--- config.mk ---
export PLATFORM = sky130hd
export DESIGN_NAME = hua_ctrl
export DESIGN_NICKNAME = d
export VERILOG_FILES = /design/src/design/hua_pkg.sv /design/src/design/hua_ctrl.sv
export SDC_FILE = /design/constraint.sdc
export NUM_CORES = 1
export LEC_CHECK = 0
export ABC_AREA = 0
export BUFFER_PORTS_ARGS = -buffer_cell sky130_fd_sc_hd__buf_2
export CORE_AREA = 2 2 39 41
export DETAILED_ROUTE_END_ITERATION = 10
export DIE_AREA = 0 0 41 43
export SETUP_SLACK_MARGIN = 0.05
export SYNTH_ARGS = -nofsm -noshare
export SYNTH_HDL_FRONTEND = slang
export SYNTH_SLANG_ARGS = --single-unit
export TNS_END_PERCENT = 30
--- constraint.sdc ---
create_clock -name clk -period 1.93 [get_ports clk]
set_input_delay 0.4825 -clock clk [delete_from_list [all_inputs] [get_ports clk]]
set_output_delay 0.4825 -clock clk [all_outputs]
set_load 0.01 [all_outputs]
--- src/design/hua_pkg.sv ---
// Shared types, constants and rounding helper for the Hadamard unitary accumulator.
// No dependencies; imported by the controller, datapath and top level.
`default_nettype none

package hua_pkg;

  localparam int MAX_QUBITS = 5;

  localparam int ELEM_W = 18;
  localparam int SUM_W  = 19;
  localparam int PROD_W = 36;

  localparam logic signed [ELEM_W-1:0] ONE_Q16       = 18'sd65536;
  localparam logic signed [ELEM_W-1:0] NEG_ONE_Q16   = -18'sd65536;
  localparam logic signed [16:0]       HALF_ROOT_Q16 = 17'sd46341;

  typedef enum logic [1:0] {
    KIND_APPLY = 2'd0,
    KIND_CLEAR = 2'd1,
    KIND_READ  = 2'd2
  } kind_t;

  typedef struct packed {
    logic load;
    logic clear;
    logic read_issue;
    logic capture;
    logic issue;
    logic qnext;
  } hua_cmd_t;

  typedef struct packed {
    logic [1:0] kind;
    logic       q_end;
    logic       q_hit;
    logic       sweep_last;
    logic       pipe_idle;
  } hua_sts_t;

  // round to nearest (ties up) from Q.32 to Q1.16, saturate to +/-1.0
  function automatic logic signed [ELEM_W-1:0] rnd_sat(input logic signed [PROD_W-1:0] p);
    logic signed [PROD_W:0] t;
    logic signed [20:0]     v;
    logic signed [ELEM_W-1:0] res;
    t = {p[PROD_W-1], p} + 37'sd32768;
    v = t[PROD_W:16];
    if (v > 21'sd65536) begin
      res = ONE_Q16;
    end else if (v < -21'sd65536) begin
      res = NEG_ONE_Q16;
    end else begin
      res = v[ELEM_W-1:0];
    end
    return res;
  endfunction

endpackage

`default_nettype wire

--- src/design/hua_ctrl.sv ---
// Sequencing state machine: item dispatch, qubit passes, drain, read capture, result strobe.
// Depends on hua_pkg for the command/status structs and item kinds.
`default_nettype none

module hua_ctrl import hua_pkg::*; (
  input  wire logic     clk,
  input  wire logic     rst_n,
  input  wire logic     start,
  input  wire hua_sts_t sts,
  output hua_cmd_t      cmd,
  output logic          busy,
  output logic          done
);

  typedef enum logic [2:0] {
    S_IDLE,
    S_DISPATCH,
    S_QSEL,
    S_RUN,
    S_DRAIN,
    S_RCAP,
    S_FINISH
  } state_t;

  state_t state_r, state_nxt;
  logic   busy_r, done_r;

  always_comb begin
    cmd       = '0;
    state_nxt = state_r;
    unique case (state_r)
      S_IDLE: begin
        if (start) begin
          cmd.load  = 1'b1;
          state_nxt = S_DISPATCH;
        end
      end
      S_DISPATCH: begin
        unique case (sts.kind)
          KIND_APPLY: state_nxt = S_QSEL;
          KIND_CLEAR: begin
            cmd.clear = 1'b1;
            state_nxt = S_FINISH;
          end
          KIND_READ: begin
            cmd.read_issue = 1'b1;
            state_nxt      = S_RCAP;
          end
          default: state_nxt = S_FINISH;
        endcase
      end
      S_QSEL: begin
        priority if (sts.q_end) begin
          state_nxt = S_FINISH;
        end else if (sts.q_hit) begin
          state_nxt = S_RUN;
        end else begin
          cmd.qnext = 1'b1;
        end
      end
      S_RUN: begin
        cmd.issue = 1'b1;
        if (sts.sweep_last) begin
          state_nxt = S_DRAIN;
        end
      end
      S_DRAIN: begin
        if (sts.pipe_idle) begin
          cmd.qnext = 1'b1;
          state_nxt = S_QSEL;
        end
      end
      S_RCAP: begin
        cmd.capture = 1'b1;
        state_nxt   = S_FINISH;
      end
      S_FINISH: state_nxt = S_IDLE;
      default:  state_nxt = S_IDLE;
    endcase
  end

  always_ff @(posedge clk) begin
    if (!rst_n) begin
      state_r <= S_IDLE;
      busy_r  <= 1'b0;
      done_r  <= 1'b0;
    end else begin
      state_r <= state_nxt;
      done_r  <= (state_r == S_FINISH);
      if (state_r == S_IDLE && start) begin
        busy_r <= 1'b1;
      end else if (state_r == S_FINISH) begin
        busy_r <= 1'b0;
      end
    end
  end

  assign busy = busy_r;
  assign done = done_r;

endmodule

`default_nettype wire

## Yosys cells after proc, flatten, opt, wreduce, memory -nomap -nowiden

Cells that the tools add are included.

| word-level totals | value |
|---|---|
| bits of input ports | 9 |
| bits in registers | 5 |
| output and inout port bits | 8 |
| word-level logic and storage cells | 40 |

| cells by class | value |
|---|---|
| multiplexer cells | 20 |
| eq/ne operators | 12 |
| reduce and logical (&&, ||, !) cells | 5 |

Operators by type and width:

| kind | number |
|---|---|
| $pmux 3 s6 | 1 |
| $mux 3 | 5 |
| $mux 1 | 11 |
| $eq 3x3->1 const B | 3 |
| $eq 3x2->1 const B | 2 |
| $ne 2x2->1 const B | 3 |
| $pmux 3 s2 | 1 |
| $reduce_and 4->1 | 1 |
| $eq 3x1->1 const B | 1 |
| $logic_not 3->1 | 1 |
| $ne 3x3->1 const B | 1 |
| $eq 2x1->1 const B | 1 |
| $eq 2x2->1 const B | 1 |
| $logic_not 2->1 | 1 |
| $mux 2 | 1 |
| $pmux 1 s2 | 1 |
| $reduce_bool 2->1 | 1 |
| $logic_and 1x1->1 | 1 |

## Longest topological paths before layout

| depth | value |
|---|---|
| depth in word-level cells | 3 |
| depth in mapped cells | 5 |
| mapped depth without buffers | 4 |

## Worst setup path before layout

No wires, ideal clock.

| timing | value |
|---|---|
| kind | input-to-output |
| start point | input sts[3] (netlist name) |
| end point | output cmd[0] (netlist name) |
| stages | 2 |
| buffers on the path | 0 |
| data required time | 1.447 ns |
| path slack | 0.208 ns |
| arrival time | 1.239 ns |
| cells stage by stage | or4b_4 > a21oi_1 |

RTL lines:

| item | RTL line | source |
|---|---|---|
| from (decl) | hua_ctrl.sv:9 | `input wire hua_sts_t sts,` |
| to (decl) | hua_ctrl.sv:10 | `output hua_cmd_t cmd,` |

==> run summary <==
The run finished with clean final reports. The cell area that synthesis handed to floorplanning was 370 sq um. The cell family with the largest share of critical-path delay is simple AND/OR/NAND/NOR gates. Most prevalent standard cell on the critical path: sky130_fd_sc_hd__buf_2. The initial utilization of the core area, before any placement, comes to 26.8%. The logs give 1 for the H-tree depth and 0.373 mV for the peak ir drop on the vdd network. Routability-driven placement finished with a final weighted congestion of 0.737. The mean cell area of the mapped netlist was 7.56 sq um; the number of clock sinks was 5.

The share of the Yosys chip area taken by registers is 27.0%. The layout cell share with drive strength beyond 1 came out at 46.4%. The initialized floorplan defines 14 standard-cell rows.

The area growth from synthesis to layout is 43.2%. The number of hold violations in the final report is 0, and the first-pass GRT wire length is 1.35 mm. The hold path startpoint is rst_n. The run gives 0 as the count of final max-slew check failures. In the final timing run, aggregate negative setup slack is 0 ps.

The minimum period implied by the final worst setup slack is 1860 ps. The data required time of the critical path is 1450 ps, and the sum of buffers and inverters on the critical path is 2. The tool flagged a number of max-cap violations equal to 0.

The number of antenna violations at the first check in global routing was 0. The critical path in this run is classified as input pin to primary output. Once the clock tree was built, the setup fixing pass inserted 0 buffers. The worst setup path is launched from an input pin. After Yosys synthesis, and, or, nand and nor cells account for 40.2% of the synthesized area. The via count of the first global-routing pass is 379. The netlist uses 26 different library cells. For this block, the via count after detailed routing is 417.

The number of antenna diodes in the final layout is 0. Summing the areas of all compound-gate instances in the mapped netlist gives 27.7% of the synthesized area. At the end of the flow the core is filled with cells to 38.3%. The worst setup path startpoint was sts[3].

For the gate count of the mapped netlist, the log shows 49. The antenna violation net count after detailed routing was 0; the horizontal extent of the die was 41 microns. In this run the tightest slew margin relative to its limit is 84.2%.

The routed design has 869 microns of wire. TritonCTS built the clock tree. The clock passes through at most 2 buffers. After the first detailed-routing iteration, the DRC count stood at 4. The clock edge transition at the registers on the reported setup and hold paths is 50 ps. Setup repair after global routing could not meet its margin everywhere. In the post-synthesis netlist, the biggest area contributors are sky130_fd_sc_hd__dfxtp_1 (27%), sky130_fd_sc_hd__a21oi_1 (6.8%), sky130_fd_sc_hd__nor2_1 (6.1%), sky130_fd_sc_hd__nand2_1 (5.1%), sky130_fd_sc_hd__nand2b_1 (5.1%). Of all nets on the critical path, the largest fanout is 2.

Timing would allow up to 0.538 GHz. The number of primary I/O pins is 17, and the flip-flop and latch count after synthesis is 5. The fraction of the mapped netlist area in adder cells was 0%; the number of fill cells in the layout was 145.

The analysis attributes to cell leakage a power of 0.000249 uW. Global routing finished with a remaining overflow of 0. For the pin with the worst max-slew slack, the measured transition is 234 ps. For this run, the number of Yosys warnings is 0. Entering global routing, the biggest net connects 12 pins. The power density normalized to cell area works out to 1450 nW/um^2.

For the overall global routing resource usage, the log shows 11.4%. The die outline height is 43 microns, and the mux cell area share after synthesis is 0%. Input and output buffers added on the ports amount to 16. By area, the combinational part of the netlist is dominated by simple AND/OR/NAND/NOR gates.

Traced cell by cell, the critical path runs through buf_2 > or4b_4 > a21oi_2 > buf_2. The wire length per cell was 10.2 microns; the net count after synthesis was 58. The detailed-routing iteration count for the pre-antenna-repair pass was 3; the xor and xnor area share after synthesis was 0%.

Worst flop-to-flop path startpoint: state_r[2]. For the final setup violation count, the log shows 0. The tools report the master cell of the clock root buffer as sky130_fd_sc_hd__clkbuf_4. The run gives 1380 sq um as the standard cell core area. Type of the tightest min-delay check: input pin to register. The logs give 4.47 ps for the final clock skew and 1760 sq um for the area enclosed by the die boundary.

The most common cell after layout, fill and taps aside is sky130_fd_sc_hd__buf_2. After layout, the worst path uses 96.4% of the clock period. The proportion of netlist area held by the largest area contributor is 27.0%, and the placed wire-length estimate after detailed placement is 689 microns. The arrival time at the worst endpoint is 1380 ps. The worst setup path is captured at a primary output. The highest-delay cell along the critical path is sky130_fd_sc_hd__or4b_4. On the worst path, the slowest cell contributes a delay of 540 ps. The later pin in the worst-skew pair is clocked with a latency of 250 ps. For the net count reported at finish, the log shows 79. The biggest area contributor in the post-synthesis netlist is sky130_fd_sc_hd__dfxtp_1. The via count normalized by instance count was 4.91. After detailed routing, the number of remaining DRC violations is 0.

TritonCTS created 3 clock buffers. The top cell types in the final layout, fill and taps aside, are sky130_fd_sc_hd__buf_2 (15), sky130_fd_sc_hd__nor2_1 (6), sky130_fd_sc_hd__nand2_1 (5).
[per-layer routing]
metal,GRT usage (%),wire [microns]
met5,0,0
met4,8.00,19
met3,1.57,23
met2,19.4,434
met1,11.6,391
[per-stage QoR]
stage / instance area, sq um / instances / hold slack, ps / total power [uW] / worst slack (ps)
floorplan: 370 / 49 / 510 / 493 / 208
global placement: 478 / 81 / 580 / 614 / 72.7
detailed placement: 478 / 81 / 576 / 613 / 43.0
CTS: 510 / 85 / 502 / 751 / 50.8
global route: 531 / 85 / 500 / 840 / 9.50
finish: 531 / 85 / 504 / 769 / 69.7
[power by group]
| part | leakage [uW] | switching [uW] | internal (uW) |
|---|---|---|---|
| combinational | 0.000192 | 241 | 213 |
| clock | 0.0000150 | 48.9 | 78.6 |
| sequential | 0.0000420 | 40.9 | 147 |
[synth_stat cells]
library cell and number:
sky130_fd_sc_hd__and3_1 1, sky130_fd_sc_hd__nor2_2 1, sky130_fd_sc_hd__and2_1 2, sky130_fd_sc_hd__nand2_1 5, sky130_fd_sc_hd__nor4_1 2, sky130_fd_sc_hd__nor2_1 6, sky130_fd_sc_hd__or3b_2 1, sky130_fd_sc_hd__a31o_1 1
sky130_fd_sc_hd__buf_2 3, sky130_fd_sc_hd__a21oi_4 1, sky130_fd_sc_hd__nand2b_1 3, sky130_fd_sc_hd__o21ai_0 1, sky130_fd_sc_hd__or3_1 1, sky130_fd_sc_hd__nor4b_1 1, sky130_fd_sc_hd__o21ai_1 1, sky130_fd_sc_hd__a21o_1 1
sky130_fd_sc_hd__a21oi_2 1, sky130_fd_sc_hd__o22ai_1 1, sky130_fd_sc_hd__a21oi_1 5, sky130_fd_sc_hd__dfxtp_1 5, sky130_fd_sc_hd__or4b_4 1, sky130_fd_sc_hd__nor2b_1 1, sky130_fd_sc_hd__inv_1 1, sky130_fd_sc_hd__nand3b_1 1
sky130_fd_sc_hd__a41o_1 1, sky130_fd_sc_hd__o311a_1 1
[cells by family (layout without fill, tap and decap cells)]
group           Yosys count  count (layout)
simple gates             26              26
compound gates           14              14
flops                     5               5
buf+inv                   4              24
[worst register-to-register path, cell delays in order (launching register included)]
cell and delay [ps]:
sky130_fd_sc_hd__dfxtp_2 390, sky130_fd_sc_hd__buf_4 170, sky130_fd_sc_hd__or3b_2 480, sky130_fd_sc_hd__a21oi_4 180, sky130_fd_sc_hd__nor2_2 60, sky130_fd_sc_hd__a41o_1 210
[layout make-up]
cell class	instances	area, sq um	area share, %
flip-flops and latches	5	103	19.3
inverters	1	3.75	0.708
clock buffers	4	26.3	4.95
repair buffers	19	109	20.5
well taps	16	20.0	3.77
multi-input cells	40	269	50.7
[sequential cells by signal, summed over array words and instances, names as in the netlist]
signal / flops
state_r: 3
busy: 1
done: 1
[timing repair]
| action | CTS | global route |
|---|---|---|
| endpoints found under the setup margin | 2 | 2 |
| pin swaps | 1 | 1 |
| hold buffers | 0 | 0 |
| resized for setup | 3 | 3 |
[worst paths after layout]
kind	endpoint	slack, ps	depth (start not counted)
worst max-delay path	cmd[0]	70	4
worst min-delay path	state_r[1]	500	2
worst max register to register	state_r[2]	330	5
worst min register to register	done	540	2
Note: power is estimated with default switching activity, not from simulation.
